### config.mk
export PLATFORM = sky130hd
export DESIGN_NAME = stream_segment_offset_planner_flat
export DESIGN_NICKNAME = d
export VERILOG_FILES = /design/src/design/ssop_pkg.sv /design/src/design/ssop_if.sv /design/src/design/ssop_mul.sv /design/src/design/ssop_div.sv /design/src/design/stream_segment_offset_planner.sv /design/src/flat_wrapper.sv
export SDC_FILE = /design/constraint.sdc
export NUM_CORES = 1
export LEC_CHECK = 0
export ABC_CLOCK_PERIOD_IN_PS = 5940
export BUFFER_PORTS_ARGS = -buffer_cell sky130_fd_sc_hd__buf_2
export CORE_UTILIZATION = 46
export DETAILED_ROUTE_END_ITERATION = 10
export PLACE_DENSITY = 0.74
export REMOVE_ABC_BUFFERS = 1
export SETUP_SLACK_MARGIN = 0.15
export SYNTH_ARGS = -nofsm -noshare
export SYNTH_HDL_FRONTEND = slang
export SYNTH_SLANG_ARGS = --single-unit
### constraint.sdc
create_clock -name clk -period 5.94 [get_ports clk]
set_clock_uncertainty 0.1 [all_clocks]
set_input_delay 1.188 -clock clk [delete_from_list [all_inputs] [get_ports clk]]
set_output_delay 1.188 -clock clk [all_outputs]
set_load 0.005 [all_outputs]
### src/design/ssop_pkg.sv
// ssop_pkg: shared widths, codes and types of the segment offset planner.
// Used by the channel interfaces and by every module of the block.
package ssop_pkg;

    // Field widths
    localparam int FRAME_ADDR_BITS  = 26;
    localparam int SEGMENT_BITS     = 14;
    localparam int INDEX_BITS       = 16;
    localparam int STATUS_BITS      = 3;
    localparam int FINAL_INDEX_BITS = FRAME_ADDR_BITS + 1;

    // Packets numbered 1..LEARN_WINDOW may teach the segment size
    localparam int LEARN_WINDOW = 5;

    // Serial unit step counters
    localparam int MUL_CNT_BITS = $clog2(INDEX_BITS);
    localparam int DIV_CNT_BITS = $clog2(FRAME_ADDR_BITS);

    // Result status codes
    typedef enum logic [STATUS_BITS-1:0] {
        STAT_BLOCK = 3'd0,
        STAT_ZERO  = 3'd1,
        STAT_LEARN = 3'd2,
        STAT_STD   = 3'd3,
        STAT_LAST  = 3'd4,
        STAT_REJ   = 3'd5
    } status_t;

    // Sequencer states
    typedef enum logic [2:0] {
        ST_IDLE,
        ST_MUL,
        ST_EVAL,
        ST_DIV,
        ST_DONE
    } state_t;

endpackage

### src/design/ssop_if.sv
// ssop_if: valid/ready channel interfaces of the segment offset planner.
// Depends on ssop_pkg for field widths.

// Configuration write channel: frame size register
interface ssop_cfg_if;
    logic                                 valid;
    logic                                 ready;
    logic [ssop_pkg::FRAME_ADDR_BITS-1:0] frame_bytes;

    modport source (output valid, output frame_bytes, input ready);
    modport sink   (input valid, input frame_bytes, output ready);
endinterface

// Segment header channel
interface ssop_hdr_if;
    logic                              valid;
    logic                              ready;
    logic                              kind;
    logic [ssop_pkg::INDEX_BITS-1:0]   segment_index;
    logic [ssop_pkg::SEGMENT_BITS-1:0] segment_bytes;

    modport source (output valid, output kind, output segment_index,
                    output segment_bytes, input ready);
    modport sink   (input valid, input kind, input segment_index,
                    input segment_bytes, output ready);
endinterface

// Copy plan result channel
interface ssop_plan_if;
    logic                                 valid;
    logic                                 ready;
    logic [ssop_pkg::STATUS_BITS-1:0]     status;
    logic [ssop_pkg::FRAME_ADDR_BITS-1:0] write_offset;
    logic [ssop_pkg::SEGMENT_BITS-1:0]    copy_bytes;

    modport source (output valid, output status, output write_offset,
                    output copy_bytes, input ready);
    modport sink   (input valid, input status, input write_offset,
                    input copy_bytes, output ready);
endinterface

### src/design/ssop_mul.sv
// ssop_mul: shift-add multiplier, one multiplier bit per cycle.
// Gives (index - 1) times segment size modulo the frame address width.
// Depends on ssop_pkg.
module ssop_mul (
    input  logic                                 clk,
    input  logic                                 rst_n,
    input  logic                                 start,
    input  logic [ssop_pkg::INDEX_BITS-1:0]      multiplier,
    input  logic [ssop_pkg::SEGMENT_BITS-1:0]    multiplicand,
    output logic                                 done,
    output logic [ssop_pkg::FRAME_ADDR_BITS-1:0] product
);

    logic [ssop_pkg::INDEX_BITS-1:0]      mplier_reg, mplier_next;
    logic [ssop_pkg::FRAME_ADDR_BITS-1:0] mcand_reg, mcand_next;
    logic [ssop_pkg::FRAME_ADDR_BITS-1:0] acc_reg, acc_next;
    logic [ssop_pkg::MUL_CNT_BITS-1:0]    cnt_reg, cnt_next;
    logic                                 busy_reg, busy_next;
    logic                                 done_reg, done_next;

    // One partial product per cycle, multiplier consumed LSB first
    always_comb
    begin
        mplier_next = mplier_reg;
        mcand_next  = mcand_reg;
        acc_next    = acc_reg;
        cnt_next    = cnt_reg;
        busy_next   = busy_reg;
        done_next   = 1'b0;
        if (start)
        begin
            mplier_next = multiplier;
            mcand_next  = ssop_pkg::FRAME_ADDR_BITS'(multiplicand);
            acc_next    = '0;
            cnt_next    = '0;
            busy_next   = 1'b1;
        end
        else if (busy_reg)
        begin
            if (mplier_reg[0])
            begin
                acc_next = acc_reg + mcand_reg;
            end
            mcand_next  = {mcand_reg[ssop_pkg::FRAME_ADDR_BITS-2:0], 1'b0};
            mplier_next = {1'b0, mplier_reg[ssop_pkg::INDEX_BITS-1:1]};
            cnt_next    = cnt_reg + 1'b1;
            if (cnt_reg == ssop_pkg::MUL_CNT_BITS'(ssop_pkg::INDEX_BITS - 1))
            begin
                busy_next = 1'b0;
                done_next = 1'b1;
            end
        end
    end

    // Control state
    always_ff @(posedge clk or negedge rst_n)
    begin
        if (!rst_n)
        begin
            busy_reg <= 1'b0;
            done_reg <= 1'b0;
            cnt_reg  <= '0;
        end
        else
        begin
            busy_reg <= busy_next;
            done_reg <= done_next;
            cnt_reg  <= cnt_next;
        end
    end

    // Datapath
    always_ff @(posedge clk)
    begin
        mplier_reg <= mplier_next;
        mcand_reg  <= mcand_next;
        acc_reg    <= acc_next;
    end

    assign done    = done_reg;
    assign product = acc_reg;

endmodule

### src/design/ssop_div.sv
// ssop_div: restoring divider, one quotient bit per cycle.
// Divides the frame size by the learned segment size. Depends on ssop_pkg.
module ssop_div (
    input  logic                                 clk,
    input  logic                                 rst_n,
    input  logic                                 start,
    input  logic [ssop_pkg::FRAME_ADDR_BITS-1:0] dividend,
    input  logic [ssop_pkg::SEGMENT_BITS-1:0]    divisor,
    output logic                                 done,
    output logic [ssop_pkg::FRAME_ADDR_BITS-1:0] quotient,
    output logic [ssop_pkg::SEGMENT_BITS-1:0]    remainder
);

    logic [ssop_pkg::FRAME_ADDR_BITS-1:0] quo_reg, quo_next;
    logic [ssop_pkg::SEGMENT_BITS-1:0]    rem_reg, rem_next;
    logic [ssop_pkg::SEGMENT_BITS-1:0]    dvs_reg, dvs_next;
    logic [ssop_pkg::DIV_CNT_BITS-1:0]    cnt_reg, cnt_next;
    logic                                 busy_reg, busy_next;
    logic                                 done_reg, done_next;
    logic [ssop_pkg::SEGMENT_BITS:0]      trial;
    logic [ssop_pkg::SEGMENT_BITS:0]      diff;

    // Partial remainder stays below the divisor, so trial fits one extra bit
    assign trial = {rem_reg, quo_reg[ssop_pkg::FRAME_ADDR_BITS-1]};
    assign diff  = trial - {1'b0, dvs_reg};

    // Dividend shifts out the top as quotient bits shift in the bottom
    always_comb
    begin
        quo_next  = quo_reg;
        rem_next  = rem_reg;
        dvs_next  = dvs_reg;
        cnt_next  = cnt_reg;
        busy_next = busy_reg;
        done_next = 1'b0;
        if (start)
        begin
            quo_next  = dividend;
            rem_next  = '0;
            dvs_next  = divisor;
            cnt_next  = '0;
            busy_next = 1'b1;
        end
        else if (busy_reg)
        begin
            if (!diff[ssop_pkg::SEGMENT_BITS])
            begin
                rem_next = diff[ssop_pkg::SEGMENT_BITS-1:0];
            end
            else
            begin
                rem_next = trial[ssop_pkg::SEGMENT_BITS-1:0];
            end
            quo_next = {quo_reg[ssop_pkg::FRAME_ADDR_BITS-2:0],
                        ~diff[ssop_pkg::SEGMENT_BITS]};
            cnt_next = cnt_reg + 1'b1;
            if (cnt_reg == ssop_pkg::DIV_CNT_BITS'(ssop_pkg::FRAME_ADDR_BITS - 1))
            begin
                busy_next = 1'b0;
                done_next = 1'b1;
            end
        end
    end

    // Control state
    always_ff @(posedge clk or negedge rst_n)
    begin
        if (!rst_n)
        begin
            busy_reg <= 1'b0;
            done_reg <= 1'b0;
            cnt_reg  <= '0;
        end
        else
        begin
            busy_reg <= busy_next;
            done_reg <= done_next;
            cnt_reg  <= cnt_next;
        end
    end

    // Datapath
    always_ff @(posedge clk)
    begin
        quo_reg <= quo_next;
        rem_reg <= rem_next;
        dvs_reg <= dvs_next;
    end

    assign done      = done_reg;
    assign quotient  = quo_reg;
    assign remainder = rem_reg;

endmodule

### src/design/stream_segment_offset_planner.sv
// stream_segment_offset_planner: top level, header decode, sequencer and result register.
// Block start, index zero and zero-size learning items go from idle straight to the done state;
//   other items run the 16-step serial multiply, and an item that learns also the 26-step divide.
// One item at a time, taken only in idle; the next item is taken while a result waits.
// Reset (rst_n, async low): frame size 0, nothing learned, final index 1, output empty.
// Depends on ssop_pkg, ssop_if, ssop_mul and ssop_div.
module stream_segment_offset_planner (
    input  logic               clk,
    input  logic               rst_n,
    ssop_cfg_if.sink           cfg,
    ssop_hdr_if.sink           hdr,
    ssop_plan_if.source        plan
);

    ssop_pkg::state_t state_reg, state_next;

    // Register and learned state
    logic [ssop_pkg::FRAME_ADDR_BITS-1:0]  frame_bytes_reg, frame_bytes_next;
    logic [ssop_pkg::SEGMENT_BITS-1:0]     learned_reg, learned_next;
    logic [ssop_pkg::FINAL_INDEX_BITS-1:0] final_index_reg, final_index_next;
    logic [ssop_pkg::SEGMENT_BITS-1:0]     final_seg_reg, final_seg_next;

    // Item in work
    logic [ssop_pkg::INDEX_BITS-1:0]       idx_reg, idx_next;
    logic [ssop_pkg::SEGMENT_BITS-1:0]     bytes_reg, bytes_next;
    logic                                  learn_reg, learn_next;

    // Result being built
    ssop_pkg::status_t                     res_status_reg, res_status_next;
    logic [ssop_pkg::FRAME_ADDR_BITS-1:0]  res_offset_reg, res_offset_next;
    logic [ssop_pkg::SEGMENT_BITS-1:0]     res_copy_reg, res_copy_next;

    // Output register
    logic                                  out_valid_reg, out_valid_next;
    ssop_pkg::status_t                     out_status_reg;
    logic [ssop_pkg::FRAME_ADDR_BITS-1:0]  out_offset_reg;
    logic [ssop_pkg::SEGMENT_BITS-1:0]     out_copy_reg;

    logic                                  accept;
    logic                                  learn_hit;
    logic                                  quick;
    logic                                  out_free;
    logic                                  out_load;
    logic                                  mul_start;
    logic                                  mul_done;
    logic [ssop_pkg::FRAME_ADDR_BITS-1:0]  product;
    logic                                  div_start;
    logic                                  div_done;
    logic [ssop_pkg::FRAME_ADDR_BITS-1:0]  quotient;
    logic [ssop_pkg::SEGMENT_BITS-1:0]     remainder;
    logic                                  off_ok;
    logic [ssop_pkg::FRAME_ADDR_BITS-1:0]  room;
    logic [ssop_pkg::SEGMENT_BITS-1:0]     learn_count;
    logic [ssop_pkg::FINAL_INDEX_BITS-1:0] idx_ext;
    logic                                  std_hit;
    logic                                  last_hit;

    // Header decode at acceptance
    assign accept    = hdr.valid && hdr.ready;
    assign learn_hit = (hdr.segment_index <= ssop_pkg::INDEX_BITS'(ssop_pkg::LEARN_WINDOW))
                       && (learned_reg == '0);
    assign quick     = hdr.kind || (hdr.segment_index == '0)
                       || (learn_hit && (hdr.segment_bytes == '0));
    assign out_free  = !out_valid_reg || plan.ready;

    // Offset multiply: (index - 1) times size
    ssop_mul u_mul (
        .clk          (clk),
        .rst_n        (rst_n),
        .start        (mul_start),
        .multiplier   (hdr.segment_index - 1'b1),
        .multiplicand (learn_hit ? hdr.segment_bytes : learned_reg),
        .done         (mul_done),
        .product      (product)
    );

    // Final index divide: frame size by learned size
    ssop_div u_div (
        .clk       (clk),
        .rst_n     (rst_n),
        .start     (div_start),
        .dividend  (frame_bytes_reg),
        .divisor   (bytes_reg),
        .done      (div_done),
        .quotient  (quotient),
        .remainder (remainder)
    );

    // Checks on the product
    assign off_ok      = product < frame_bytes_reg;
    assign room        = frame_bytes_reg - product;
    assign learn_count = (ssop_pkg::FRAME_ADDR_BITS'(bytes_reg) < room)
                         ? bytes_reg : room[ssop_pkg::SEGMENT_BITS-1:0];
    assign idx_ext     = ssop_pkg::FINAL_INDEX_BITS'(idx_reg);
    assign std_hit     = (idx_ext < final_index_reg) && (bytes_reg == learned_reg);
    assign last_hit    = (idx_ext == final_index_reg) && (bytes_reg <= learned_reg);

    // Next state
    always_comb
    begin
        state_next = state_reg;
        unique case (state_reg)
            ssop_pkg::ST_IDLE:
            begin
                if (accept)
                begin
                    state_next = quick ? ssop_pkg::ST_DONE : ssop_pkg::ST_MUL;
                end
            end
            ssop_pkg::ST_MUL:
            begin
                if (mul_done)
                begin
                    state_next = ssop_pkg::ST_EVAL;
                end
            end
            ssop_pkg::ST_EVAL:
            begin
                state_next = (learn_reg && off_ok) ? ssop_pkg::ST_DIV : ssop_pkg::ST_DONE;
            end
            ssop_pkg::ST_DIV:
            begin
                if (div_done)
                begin
                    state_next = ssop_pkg::ST_DONE;
                end
            end
            ssop_pkg::ST_DONE:
            begin
                if (out_free)
                begin
                    state_next = ssop_pkg::ST_IDLE;
                end
            end
            default:
            begin
                state_next = ssop_pkg::ST_IDLE;
            end
        endcase
    end

    // Sequencer outputs
    always_comb
    begin
        hdr.ready = 1'b0;
        mul_start = 1'b0;
        div_start = 1'b0;
        out_load  = 1'b0;
        unique case (state_reg)
            ssop_pkg::ST_IDLE:
            begin
                hdr.ready = 1'b1;
                mul_start = hdr.valid && !quick;
            end
            ssop_pkg::ST_EVAL:
            begin
                div_start = learn_reg && off_ok;
            end
            ssop_pkg::ST_DONE:
            begin
                out_load = out_free;
            end
            default:
            begin
            end
        endcase
    end

    // Datapath next values
    always_comb
    begin
        frame_bytes_next = frame_bytes_reg;
        learned_next     = learned_reg;
        final_index_next = final_index_reg;
        final_seg_next   = final_seg_reg;
        idx_next         = idx_reg;
        bytes_next       = bytes_reg;
        learn_next       = learn_reg;
        res_status_next  = res_status_reg;
        res_offset_next  = res_offset_reg;
        res_copy_next    = res_copy_reg;

        // frame size write
        if (cfg.valid && cfg.ready)
        begin
            frame_bytes_next = cfg.frame_bytes;
        end

        // latch header and settle the cases that need no arithmetic
        if (accept)
        begin
            idx_next        = hdr.segment_index;
            bytes_next      = hdr.segment_bytes;
            learn_next      = learn_hit;
            res_offset_next = '0;
            res_copy_next   = '0;
            if (hdr.kind)
            begin
                res_status_next  = ssop_pkg::STAT_BLOCK;
                learned_next     = '0;
                final_index_next = ssop_pkg::FINAL_INDEX_BITS'(1);
                final_seg_next   = '0;
            end
            else if (hdr.segment_index == '0)
            begin
                res_status_next = ssop_pkg::STAT_ZERO;
            end
            else
            begin
                res_status_next = ssop_pkg::STAT_REJ;
            end
        end

        // classify once the offset is known
        if (state_reg == ssop_pkg::ST_EVAL)
        begin
            if (learn_reg)
            begin
                if (off_ok)
                begin
                    res_status_next = ssop_pkg::STAT_LEARN;
                    res_offset_next = product;
                    res_copy_next   = learn_count;
                end
            end
            else if (std_hit)
            begin
                res_status_next = ssop_pkg::STAT_STD;
                res_offset_next = product;
                res_copy_next   = learned_reg;
            end
            else if (last_hit)
            begin
                res_status_next = ssop_pkg::STAT_LAST;
                res_offset_next = product;
                res_copy_next   = final_seg_reg;
            end
        end

        // learn size, final index and final length
        if (state_reg == ssop_pkg::ST_DIV && div_done)
        begin
            learned_next     = bytes_reg;
            final_index_next = ssop_pkg::FINAL_INDEX_BITS'(quotient)
                               + ssop_pkg::FINAL_INDEX_BITS'(remainder != '0);
            final_seg_next   = (remainder == '0) ? bytes_reg : remainder;
        end
    end

    // Output valid
    always_comb
    begin
        if (out_load)
        begin
            out_valid_next = 1'b1;
        end
        else if (plan.ready)
        begin
            out_valid_next = 1'b0;
        end
        else
        begin
            out_valid_next = out_valid_reg;
        end
    end

    // Control and learned state
    always_ff @(posedge clk or negedge rst_n)
    begin
        if (!rst_n)
        begin
            state_reg       <= ssop_pkg::ST_IDLE;
            frame_bytes_reg <= '0;
            learned_reg     <= '0;
            final_index_reg <= ssop_pkg::FINAL_INDEX_BITS'(1);
            final_seg_reg   <= '0;
            learn_reg       <= 1'b0;
            out_valid_reg   <= 1'b0;
        end
        else
        begin
            state_reg       <= state_next;
            frame_bytes_reg <= frame_bytes_next;
            learned_reg     <= learned_next;
            final_index_reg <= final_index_next;
            final_seg_reg   <= final_seg_next;
            learn_reg       <= learn_next;
            out_valid_reg   <= out_valid_next;
        end
    end

    // Payload registers
    always_ff @(posedge clk)
    begin
        idx_reg        <= idx_next;
        bytes_reg      <= bytes_next;
        res_status_reg <= res_status_next;
        res_offset_reg <= res_offset_next;
        res_copy_reg   <= res_copy_next;
        if (out_load)
        begin
            out_status_reg <= res_status_reg;
            out_offset_reg <= res_offset_reg;
            out_copy_reg   <= res_copy_reg;
        end
    end

    assign cfg.ready         = 1'b1;
    assign plan.valid        = out_valid_reg;
    assign plan.status       = out_status_reg;
    assign plan.write_offset = out_offset_reg;
    assign plan.copy_bytes   = out_copy_reg;

`ifndef SYNTHESIS
    // accepted segments always copy something
    assert property (@(posedge clk) disable iff (!rst_n)
        plan.valid && (plan.status == ssop_pkg::STAT_LEARN
                       || plan.status == ssop_pkg::STAT_STD
                       || plan.status == ssop_pkg::STAT_LAST)
        |-> plan.copy_bytes != '0)
        else $error("accepted segment with zero copy length");

    // non-accepted results carry no offset and no length
    assert property (@(posedge clk) disable iff (!rst_n)
        plan.valid && (plan.status == ssop_pkg::STAT_BLOCK
                       || plan.status == ssop_pkg::STAT_ZERO
                       || plan.status == ssop_pkg::STAT_REJ)
        |-> plan.write_offset == '0 && plan.copy_bytes == '0)
        else $error("non-accepted result with offset or length");

    // unlearned size means the reset final index and length
    assert property (@(posedge clk) disable iff (!rst_n)
        learned_reg == '0
        |-> final_index_reg == ssop_pkg::FINAL_INDEX_BITS'(1) && final_seg_reg == '0)
        else $error("final segment state without learned size");

    // multiplier finishes only while the sequencer waits for it
    assert property (@(posedge clk) disable iff (!rst_n)
        mul_done |-> state_reg == ssop_pkg::ST_MUL)
        else $error("multiplier done outside multiply state");

    // divider finishes only while the sequencer waits for it
    assert property (@(posedge clk) disable iff (!rst_n)
        div_done |-> state_reg == ssop_pkg::ST_DIV)
        else $error("divider done outside divide state");
`endif

endmodule
### src/flat_wrapper.sv
// flat-port wrapper written by rule: the top's interface ports become plain ports
module stream_segment_offset_planner_flat 
  (clk, rst_n, cfg_valid, cfg_frame_bytes, cfg_ready, hdr_valid, hdr_kind, hdr_segment_index, hdr_segment_bytes, hdr_ready, plan_valid, plan_status, plan_write_offset, plan_copy_bytes, plan_ready);
  ssop_cfg_if cfg_i ();
  ssop_hdr_if hdr_i ();
  ssop_plan_if plan_i ();
  input  logic clk;
  input  logic rst_n;
  input wire logic [$bits(cfg_i.valid)-1:0] cfg_valid;
  input wire logic [$bits(cfg_i.frame_bytes)-1:0] cfg_frame_bytes;
  output wire logic [$bits(cfg_i.ready)-1:0] cfg_ready;
  input wire logic [$bits(hdr_i.valid)-1:0] hdr_valid;
  input wire logic [$bits(hdr_i.kind)-1:0] hdr_kind;
  input wire logic [$bits(hdr_i.segment_index)-1:0] hdr_segment_index;
  input wire logic [$bits(hdr_i.segment_bytes)-1:0] hdr_segment_bytes;
  output wire logic [$bits(hdr_i.ready)-1:0] hdr_ready;
  output wire logic [$bits(plan_i.valid)-1:0] plan_valid;
  output wire logic [$bits(plan_i.status)-1:0] plan_status;
  output wire logic [$bits(plan_i.write_offset)-1:0] plan_write_offset;
  output wire logic [$bits(plan_i.copy_bytes)-1:0] plan_copy_bytes;
  input wire logic [$bits(plan_i.ready)-1:0] plan_ready;
  assign cfg_i.valid = cfg_valid;
  assign cfg_i.frame_bytes = cfg_frame_bytes;
  assign cfg_ready = cfg_i.ready;
  assign hdr_i.valid = hdr_valid;
  assign hdr_i.kind = hdr_kind;
  assign hdr_i.segment_index = hdr_segment_index;
  assign hdr_i.segment_bytes = hdr_segment_bytes;
  assign hdr_ready = hdr_i.ready;
  assign plan_valid = plan_i.valid;
  assign plan_status = plan_i.status;
  assign plan_write_offset = plan_i.write_offset;
  assign plan_copy_bytes = plan_i.copy_bytes;
  assign plan_i.ready = plan_ready;
  stream_segment_offset_planner u_core (.clk(clk), .rst_n(rst_n), .cfg(cfg_i), .hdr(hdr_i), .plan(plan_i));
endmodule
==> results of run 1 <==
[power breakdown]
group | internal (µW) | total (µW) | switching (µW) | leakage, µW
combinational | 1520 | 3690 | 2170 | 0.00441
sequential | 2940 | 3370 | 436 | 0.00344
clock | 1350 | 2330 | 988 | 0.000611
[kinds of logic (layout without fill, tap and decap cells)]
family,after synthesis,in the layout
other,1,2
DFF,337,337
muxes,96,96
buffers and inverters,189,310
adders and majority gates,119,119
xor gates and xnor gates,93,93
AOI/OAI and AO/OA,431,431
and+or+nand+nor,545,545
[area by class of cell]
type / count / area, µm² / share of cell area
flip-flops and latches: 337 / 8670 / 0.426
multi-input cells: 1285 / 8670 / 0.426
clock buffers: 44 / 1030 / 0.0508
repair buffers: 126 / 696 / 0.0342
well taps: 518 / 648 / 0.0318
inverters: 116 / 435 / 0.0214
clock inverters: 24 / 201 / 0.00989
diodes: 1 / 2.50 / 0.000123
[critical path, stage by stage, from the launching register on]
cell	delay, ps
sky130_fd_sc_hd__dfrtp_1	370
sky130_fd_sc_hd__inv_1	100
sky130_fd_sc_hd__ha_1	200
sky130_fd_sc_hd__inv_1	80
sky130_fd_sc_hd__fa_1	410
sky130_fd_sc_hd__a21o_1	240
sky130_fd_sc_hd__a221oi_4	340
sky130_fd_sc_hd__o21bai_1	100
sky130_fd_sc_hd__a21oi_1	220
sky130_fd_sc_hd__o21ai_0	160
sky130_fd_sc_hd__a21o_1	210
sky130_fd_sc_hd__a21oi_1	170
sky130_fd_sc_hd__xor2_1	270
sky130_fd_sc_hd__ha_1	190
sky130_fd_sc_hd__nand4_1	110
sky130_fd_sc_hd__a211oi_1	200
sky130_fd_sc_hd__a221oi_1	150
sky130_fd_sc_hd__a2111oi_2	280
sky130_fd_sc_hd__and4_1	740
sky130_fd_sc_hd__mux2_2	410
sky130_fd_sc_hd__a211oi_1	240
[synth_stat cells (4+ instances only)]
cell	number
sky130_fd_sc_hd__a211o_1	7
sky130_fd_sc_hd__a211oi_1	22
sky130_fd_sc_hd__a211oi_2	15
sky130_fd_sc_hd__a21o_1	34
sky130_fd_sc_hd__a21oi_1	113
sky130_fd_sc_hd__a221oi_1	4
sky130_fd_sc_hd__a31oi_1	8
sky130_fd_sc_hd__and2_1	17
sky130_fd_sc_hd__and3_1	15
sky130_fd_sc_hd__and4_1	4
sky130_fd_sc_hd__buf_2	17
sky130_fd_sc_hd__buf_4	5
sky130_fd_sc_hd__clkbuf_1	41
sky130_fd_sc_hd__clkbuf_2	4
sky130_fd_sc_hd__dfrtp_1	98
sky130_fd_sc_hd__dfxtp_1	95
sky130_fd_sc_hd__edfxtp_1	143
sky130_fd_sc_hd__ha_1	116
sky130_fd_sc_hd__inv_1	114
sky130_fd_sc_hd__mux2_2	58
sky130_fd_sc_hd__mux2i_1	35
sky130_fd_sc_hd__nand2_1	235
sky130_fd_sc_hd__nand2b_1	16
sky130_fd_sc_hd__nand3_1	28
sky130_fd_sc_hd__nand4_1	19
sky130_fd_sc_hd__nor2_1	123
sky130_fd_sc_hd__nor2b_1	13
sky130_fd_sc_hd__nor3_1	19
sky130_fd_sc_hd__nor3b_1	4
sky130_fd_sc_hd__nor4_1	15
sky130_fd_sc_hd__o2111ai_1	4
sky130_fd_sc_hd__o211ai_1	14
sky130_fd_sc_hd__o21a_1	17
sky130_fd_sc_hd__o21ai_0	145
sky130_fd_sc_hd__o21bai_1	6
sky130_fd_sc_hd__o22ai_1	4
sky130_fd_sc_hd__o31a_1	6
sky130_fd_sc_hd__o31ai_1	8
sky130_fd_sc_hd__or2_2	6
sky130_fd_sc_hd__or3_1	9
sky130_fd_sc_hd__or4_1	7
sky130_fd_sc_hd__xnor2_1	59
sky130_fd_sc_hd__xor2_1	34
[worst paths after layout]
kind | start | end | slack [ps] | cells past startpoint
worst min-delay path | u_core.res_offset_reg[12] | u_core.plan.write_offset[12] | 330 | 0
worst max-delay path | u_core.frame_bytes_reg[0] | u_core.res_copy_reg[7] | 570 | 20
worst max register to register | u_core.frame_bytes_reg[0] | u_core.res_copy_reg[7] | 570 | 20
min in group asynchronous | rst_n | u_core.frame_bytes_reg[14] | 680 | 1
worst min register to register | u_core.res_offset_reg[12] | u_core.plan.write_offset[12] | 330 | 0
max in group asynchronous | rst_n | u_core.final_seg_reg[12] | 4000 | 2
[metrics by stage]
step | worst slack (ps) | area, µm² | total power, µW | util | hold WS [ps]
floorplan | 218 | 17800 | 5950 | - | 300
global placement | 857 | 19100 | 6900 | 0.494 | 316
detailed placement | 699 | 19100 | 7020 | 0.494 | 316
CTS | 623 | 20400 | 9390 | 0.526 | 332
global route | 209 | 20400 | 9970 | 0.526 | 340
finish | 568 | 20400 | 9400 | 0.526 | 330
[metal layers]
| layer | global-route usage | wire [µm] | vias to the layer above |
|---|---|---|---|
| met3 | 0.0366 | 2380 | 76 |
| met5 | 0 | 0 | - |
| li1 | - | - | 6631 |
| met1 | 0.301 | 20000 | 6770 |
| met2 | 0.394 | 22700 | 430 |
| met4 | 0.0875 | 1570 | 0 |
==> metrics.txt, run 1 <==
DRT antenna net count=0; average wire per cell in the routed design=approximately 19 µm; result of the run=completed; number of inserted filler cells in the final layout=roughly 3500; Yosys warning total=0; Final nets=~2100; Max Buffers Root-to-Sink=3; number of standard-cell rows in the floorplan=~70; dominant combinational cell family by area after synthesis=compound AO/OA/AOI/OAI gates; placed wire-length estimate=approximately 34 mm; highest-count cells in the layout ignoring fill and taps=sky130_fd_sc_hd__nand2_1 (235), sky130_fd_sc_hd__o21ai_0 (145), sky130_fd_sc_hd__edfxtp_1 (143), sky130_fd_sc_hd__nor2_1 (122), sky130_fd_sc_hd__ha_1 (116); Detailed Route Iter0 Violations=approximately 1100; overall die width=around 200 µm; cell type with the largest total area after synthesis=sky130_fd_sc_hd__edfxtp_1; post-synthesis simple-gate area fraction=0.139; category of the worst setup path capture point=flip-flop; total count of hold-check failures in the final report=0; clock buffer count from CTS=37; critical path launch point type=flip-flop; number of buffers inserted by post-CTS setup repair=0; Most used DFF post-synth=sky130_fd_sc_hd__edfxtp_1; number of max-cap violations=0; adder-cell area share of the yosys netlist=0.0835; clock root cell=sky130_fd_sc_hd__clkbuf_16; CTS Sinks=~340; number of max-slew violations in the final report=0; core footprint=between 0.03 and 0.04 mm²; final setup violation count=0; number of levels the H-tree was split into=2; largest net degree at the start of global routing=69; slew at the pin with the worst max-slew slack=roughly 1300 ps; boundary pin count=~110; total of flip-flops plus latches after synthesis=337; via count of the routed design=around 14000; Post-synth EDFFs=about 140; max reg flops=27; drc violations=0; Post-Synthesis Mean Instance Area=about 10 µm²; area fraction in compound gates after synthesis=0.152; most common cell after layout, fill and taps aside=sky130_fd_sc_hd__nand2_1; routed wire length=approximately 47 mm; number of buffers inserted for hold repair after clock tree synthesis=0; remaining global-route overflow=0; min-delay worst type=flip-flop to flip-flop; insertion delay of the later-clocked pin in the worst-skew pair=~550 ps; wire length of the first global-routing pass=~74 mm; initial standard-cell utilization of the core=0.467; P per Cell Area=~460 mW/mm²; Fin Setup TNS=0 ps; dpl cells=roughly 2400; number of vias per cell after detailed routing=approximately 5.7; post-synthesis to final-layout area growth=12.5%; slew margin rel.=0.153; Resize count post-CTS=0; die boundary height=200 µm; cell count after synthesis=roughly 1800; ratio of cells with drive above 1 in the final layout=0.150; Overall Global Routing Usage=0.233; setup repair after global routing missed its margin=no; static power due to leakage=between 0.008 and 0.009 µW; worst vdd ir=around 0.00029 V; Synth area leaders=sky130_fd_sc_hd__edfxtp_1 (24%), sky130_fd_sc_hd__dfrtp_1 (14%), sky130_fd_sc_hd__dfxtp_1 (11%), sky130_fd_sc_hd__ha_1 (8.0%), sky130_fd_sc_hd__nand2_1 (4.9%); Fmax=0.186 GHz; FFs w/ async S/R, synth=0.294; RePlAce Congestion=about 0.96; Post-Synthesis Cell Area=roughly 0.018 mm²; worst endpoint required time=6300 ps; initial antenna violation count=1; final critical-path share of the clock period=0.904; maximum fanout along the worst path=14; share of Yosys cell area claimed by the top area cell type=0.237; number of library cell types mapped by synthesis=80; clock tree from TritonCTS=done; final worst path period need=around 5400 ps; multiplexer fraction of the synthesized cell area=0.0573; worst path arrival time=between 5000 and 6000 ps; xor/xnor cell area share of the yosys netlist=0.0450; count of input and output buffers=106; clock transition time at the flip-flop clock pins of the worst setup and hold paths=approximately 60 ps; type of the setup path with the least slack=flip-flop to flip-flop; number of non-filler instances in the completed layout=~2500; total die area=roughly 0.04 mm²; count of TritonRoute iterations in the first routing pass=6; vias in the first global route=13800; register area share after synthesis=0.479
No activity file was read; power rests on OpenSTA's default activity.
==> inputs of run 2 (changes only) <==
Settings changed: REMOVE_ABC_BUFFERS 1 to not set.
==> metrics.txt, run 2 (same netlist as run 1, synthesis figures left out) <==
number of buffers inserted for hold repair after clock tree synthesis=0; number of antenna repair diodes=0; number of max-slew violations in the final report=0; Final Cell Area=0.0204 mm²; critical register-to-register path startpoint=u_core.frame_bytes_reg[0]; worst endpoint required time=~6300 ps; internal reg-to-reg setup slack=610 ps; Resize count post-CTS=0; Fin Setup TNS=0 ps; final worst path period need=~5300 ps; final setup slack of the worst path=roughly 600 ps; number of vias per cell after detailed routing=roughly 5.7; boundary pin count=approximately 110; Buf/Inv on CP=2; worst path arrival time=5700 ps; slew at the pin with the worst max-slew slack=roughly 1300 ps; Fmax=around 0.19 GHz; Max Buffers Root-to-Sink=3; static power due to leakage=around 0.0085 µW; most common cell after layout, fill and taps aside=sky130_fd_sc_hd__nand2_1; worst vdd ir=between 0.0002 and 0.00025 V; Place WS=~650 ps; core footprint=between 0.03 and 0.04 mm²; RePlAce Congestion=0.940; total die area=between 0.04 and 0.05 mm²; terminus of the critical flop-to-flop path=u_core.res_copy_reg[8]; highest-count cells in the layout ignoring fill and taps=sky130_fd_sc_hd__nand2_1 (235), sky130_fd_sc_hd__o21ai_0 (145), sky130_fd_sc_hd__edfxtp_1 (143), sky130_fd_sc_hd__nor2_1 (122), sky130_fd_sc_hd__ha_1 (116); number of buffers inserted by post-CTS setup repair=0; slew margin rel.=0.153; Overall Global Routing Usage=0.236; number of max-cap violations=0; via count of the routed design=between 10000 and 15000; maximum fanout along the worst path=14; number of levels the H-tree was split into=2; combined flip-flop and latch cell area=0.00867 mm²; Post-DP Area=around 0.019 mm²; overall die width=between 200 and 250 µm; Final nets=2084; final hold slack=between 300 and 400 ps; cell internal pwr=around 5900 µW; part of the power in the clock network=0.258; final setup violation count=0; net count after synthesis=~2000; DRT antenna net count=0; final critical-path share of the clock period=0.897; initial antenna violation count=2; remaining global-route overflow=0; insertion delay of the later-clocked pin in the worst-skew pair=560 ps; dpl cells=~2400; depth of the most critical reg-to-reg path=20; clock root cell=sky130_fd_sc_hd__clkbuf_16; initial standard-cell utilization of the core=0.467; kind of cell adding the most delay to the critical path=compound AO/OA/AOI/OAI gates; vias in the first global route=13700; placed wire-length estimate=~35 mm; count of input and output buffers=about 110; largest net degree at the start of global routing=61; post-synthesis to final-layout area growth=12.7%; drc violations=0; max reg flops=27; category of the worst setup path capture point=flip-flop; number of non-filler instances in the completed layout=between 2000 and 2500; clock transition time at the flip-flop clock pins of the worst setup and hold paths=60 ps; min-delay worst type=flip-flop to flip-flop; instance count along the most critical hold path=0; count of TritonRoute iterations in the first routing pass=6; depth of the critical timing path with buffers and inverters included=20; number of inserted filler cells in the final layout=between 3000 and 4000; average wire per cell in the routed design=roughly 19 µm; CTS Sinks=~340; P per Cell Area=~460 mW/mm²; total count of hold-check failures in the final report=0; slowest cell delay on critical path=between 700 and 800 ps; Combinational Power Share=0.387; die boundary height=between 200 and 250 µm; ratio of cells with drive above 1 in the final layout=0.149; CP cell instances=inv_1 > ha_1 > inv_1 > fa_1 > a21o_1 > a221oi_4 > o21bai_1 > a21oi_1 > o21ai_0 > a21o_1 > a21oi_1 > xor2_1 > ha_1 > nand4_1 > a211oi_1 > a221oi_1 > a2111oi_2 > and4_1 > mux2_2 > a211oi_1; proportion of total power due to net switching=0.377; number of standard-cell rows in the floorplan=between 70 and 80; setup repair after global routing missed its margin=no; type of the setup path with the least slack=flip-flop to flip-flop; critical path launch point type=flip-flop; clock buffer count from CTS=38; Worst Hold Path EP=u_core.plan.write_offset[25]; hold path start=u_core.res_offset_reg[25]; clock tree from TritonCTS=done; wire length of the first global-routing pass=approximately 75 mm; result of the run=completed; library cell contributing the largest single delay on the critical path=sky130_fd_sc_hd__and4_1; power share of the sequential group=0.356; power dissipated by switching net loads=between 3000 and 4000 µW; Detailed Route Iter0 Violations=~1100; routed wire length=approximately 47 mm; area of combinational cells with multiple inputs=slightly below 0.009 mm²
-- run 2: per-layer routing --
metal | vias to the layer above | track usage | routed length, µm
met5 | - | 0 | 30
met4 | 4 | 0.109 | 2000
met3 | 111 | 0.0397 | 3150
met2 | 474 | 0.386 | 22100
met1 | 6774 | 0.307 | 20200
li1 | 6635 | - | -
-- run 2: worst max path at each step --
| stage | from | endpoint |
|---|---|---|
| floorplan | u_core.frame_bytes_reg[0] | u_core.res_copy_reg[12] |
| global placement | u_core.frame_bytes_reg[0] | u_core.res_copy_reg[8] |
| detailed placement | u_core.frame_bytes_reg[0] | u_core.res_copy_reg[8] |
| CTS | u_core.frame_bytes_reg[0] | u_core.res_copy_reg[8] |
| global route | u_core.frame_bytes_reg[0] | u_core.res_copy_reg[7] |
| finish | u_core.frame_bytes_reg[0] | u_core.res_copy_reg[8] |
-- run 2: cell type report --
cell class	instances	share of cell area
clock inverter	23	0.0133
multi-input combinational	1285	0.425
clock buffer	47	0.0503
inverter	116	0.0213
timing repair buffer	125	0.0331
sequential	337	0.425
tap	518	0.0318
-- run 2: metrics by stage --
stage | power [µW] | utilization
2_1_floorplan | 6000 | -
6_report | 9480 | 0.527
3_5_place_dp | 7020 | 0.493
4_1_cts | 9480 | 0.527
3_3_place_gp | 6910 | 0.493
5_1_grt | 10100 | 0.527
-- run 2: power by group through the flow --
stage / Clock, µW / Sequential, µW / Combinational [µW]
floorplan: 0 / 3220 / 2780
global placement: 0 / 3400 / 3510
detailed placement: 0 / 3400 / 3610
CTS: 2480 / 3370 / 3640
global route: 2560 / 3420 / 4090
finish: 2440 / 3370 / 3670
==> inputs of run 3 (changes only) <==
Settings changed: BUFFER_PORTS_ARGS -buffer_cell sky130_fd_sc_hd__buf_2 to not set, DONT_BUFFER_PORTS set to 1, PLACE_DENSITY 0.74 to 0.72.
==> metrics.txt, run 3 (same netlist as run 1, synthesis figures left out) <==
static power due to leakage=between 0.008 and 0.009 µW; clock root cell=sky130_fd_sc_hd__clkbuf_16; min-delay worst type=input port to asynchronous set/reset pin; total count of hold-check failures in the final report=0; Util after Layout=0.514; net count after synthesis=roughly 2000; Final nets=a little under 2000; DRT antenna net count=0; result of the run=completed; insertion delay of the later-clocked pin in the worst-skew pair=550 ps; Final Cell Area=between 0.015 and 0.02 mm²; type of the setup path with the least slack=flip-flop to flip-flop; worst path arrival time=~5600 ps; vias in the first global route=~13000; number of buffers inserted by post-CTS setup repair=0; maximum fanout along the worst path=14; number of non-filler instances in the completed layout=2346; slew at the pin with the worst max-slew slack=1290 ps; routed wire length=between 40 and 50 mm; die boundary height=200 µm; dpl cells=around 2300; number of vias per cell after detailed routing=roughly 5.8; Fmax=around 0.19 GHz; Detailed Route Iter0 Violations=1206; remaining global-route overflow=0; Place WS=roughly 600 ps; Max Buffers Root-to-Sink=3; final setup violation count=0; number of max-slew violations in the final report=0; RePlAce Congestion=0.977; overall die width=~200 µm; worst endpoint required time=around 6300 ps; final critical-path share of the clock period=0.877; depth of the most critical reg-to-reg path=20; placed wire-length estimate=between 30 and 40 mm; critical path launch point type=flip-flop; highest-count cells in the layout ignoring fill and taps=sky130_fd_sc_hd__nand2_1 (235), sky130_fd_sc_hd__o21ai_0 (145), sky130_fd_sc_hd__edfxtp_1 (143), sky130_fd_sc_hd__nor2_1 (122), sky130_fd_sc_hd__ha_1 (116); initial antenna violation count=6; final setup slack of the worst path=~730 ps; category of the worst setup path capture point=flip-flop; initial standard-cell utilization of the core=0.467; via count of the routed design=between 10000 and 15000; ratio of cells with drive above 1 in the final layout=0.0986; number of inserted filler cells in the final layout=between 3000 and 4000; number of max-cap violations=0; max reg flops=27; number of standard-cell rows in the floorplan=72; count of input and output buffers=0; wire length of the first global-routing pass=~73 mm; largest net degree at the start of global routing=100; Post-DP Area=roughly 0.019 mm²; clock buffer count from CTS=38; core footprint=roughly 0.039 mm²; post-synthesis to final-layout area growth=10.1%; number of levels the H-tree was split into=2; P per Cell Area=roughly 470 mW/mm²; Fin Setup TNS=0 ps; final worst path period need=about 5200 ps; slew margin rel.=0.139; worst vdd ir=roughly 0.00019 V; Overall Global Routing Usage=0.232; average wire per cell in the routed design=approximately 20 µm; clock tree from TritonCTS=done; total die area=around 0.04 mm²; CTS Sinks=between 300 and 400; drc violations=0; boundary pin count=about 110; most common cell after layout, fill and taps aside=sky130_fd_sc_hd__nand2_1; clock transition time at the flip-flop clock pins of the worst setup and hold paths=60 ps; count of TritonRoute iterations in the first routing pass=5; setup repair after global routing missed its margin=no
[run 3: changes by cell type in the layout (fill, tap and decap cells not counted), moves of 2 or more]
cell,delta
sky130_fd_sc_hd__buf_2,-105
sky130_fd_sc_hd__clkinv_2,-7
sky130_fd_sc_hd__buf_4,-4
sky130_fd_sc_hd__clkinvlp_4,+4
sky130_fd_sc_hd__clkbuf_16,+3
sky130_fd_sc_hd__diode_2,+3
sky130_fd_sc_hd__clkbuf_8,+2
sky130_fd_sc_hd__inv_6,-2
[run 3: layer usage]
metal	vias up	part of all wire	track usage
li1	6424	-	-
met2	399	0.47	0.377
met3	82	0.066	0.0457
met5	-	0.0013	0
met4	8	0.029	0.0870
met1	6680	0.43	0.306
[run 3: area by class of cell]
type,instances,area [µm²],area share
sequential,337,8670,0.435
timing repair buffer,17,140,0.00703
clock inverter,18,215,0.0108
tap,518,648,0.0325
clock buffer,52,1130,0.0566
inverter,116,435,0.0219
antenna,3,7.51,0.000377
multi-input combinational,1285,8680,0.435
[run 3: path summary, 6_finish.rpt]
path,from,endpoint,slack [ps]
worst max-delay path,u_core.frame_bytes_reg[0],u_core.res_copy_reg[0],730
worst min-delay path,rst_n,u_core.final_index_reg[17],240
worst max register to register,u_core.frame_bytes_reg[0],u_core.res_copy_reg[0],730
worst min register to register,u_core.res_offset_reg[8],u_core.plan.write_offset[8],330
max in group asynchronous,rst_n,u_core.final_index_reg[0],5290
min in group clk,u_core.res_offset_reg[8],u_core.plan.write_offset[8],330
[run 3: per-stage QoR]
stage	power [µW]	hold WS (ps)
after floorplan	6000	300
after global placement	6830	316
after global routing	10000	216
after detailed placement	6930	320
after CTS	9450	209
final	9450	237
[run 3: worst max-delay path, cell delays in order (launching register included)]
cell,delay [ps]
sky130_fd_sc_hd__dfrtp_1,350
sky130_fd_sc_hd__inv_1,100
sky130_fd_sc_hd__ha_1,180
sky130_fd_sc_hd__inv_1,60
sky130_fd_sc_hd__fa_1,400
sky130_fd_sc_hd__a21o_1,240
sky130_fd_sc_hd__a221oi_4,340
sky130_fd_sc_hd__o21bai_1,110
sky130_fd_sc_hd__a21oi_1,230
sky130_fd_sc_hd__o21ai_0,160
sky130_fd_sc_hd__a21o_1,200
sky130_fd_sc_hd__a21oi_1,170
sky130_fd_sc_hd__xor2_1,290
sky130_fd_sc_hd__ha_1,200
sky130_fd_sc_hd__nand4_1,100
sky130_fd_sc_hd__a211oi_1,200
sky130_fd_sc_hd__a221oi_1,140
sky130_fd_sc_hd__a2111oi_2,280
sky130_fd_sc_hd__and4_2,590
sky130_fd_sc_hd__mux2_2,390
sky130_fd_sc_hd__a211oi_1,250
[run 3: repair_timing]
action | CTS | global route
setup endpoints to repair | 0 | 1
hold buffers | 0 | 0
gates resized for setup | 0 | 1
[run 3: where the power goes]
part	switching, µW	internal (µW)	total [µW]
sequential	425	2940	3360
combinational	2110	1480	3590
clock	978	1520	2490
total	3510	5930	9450
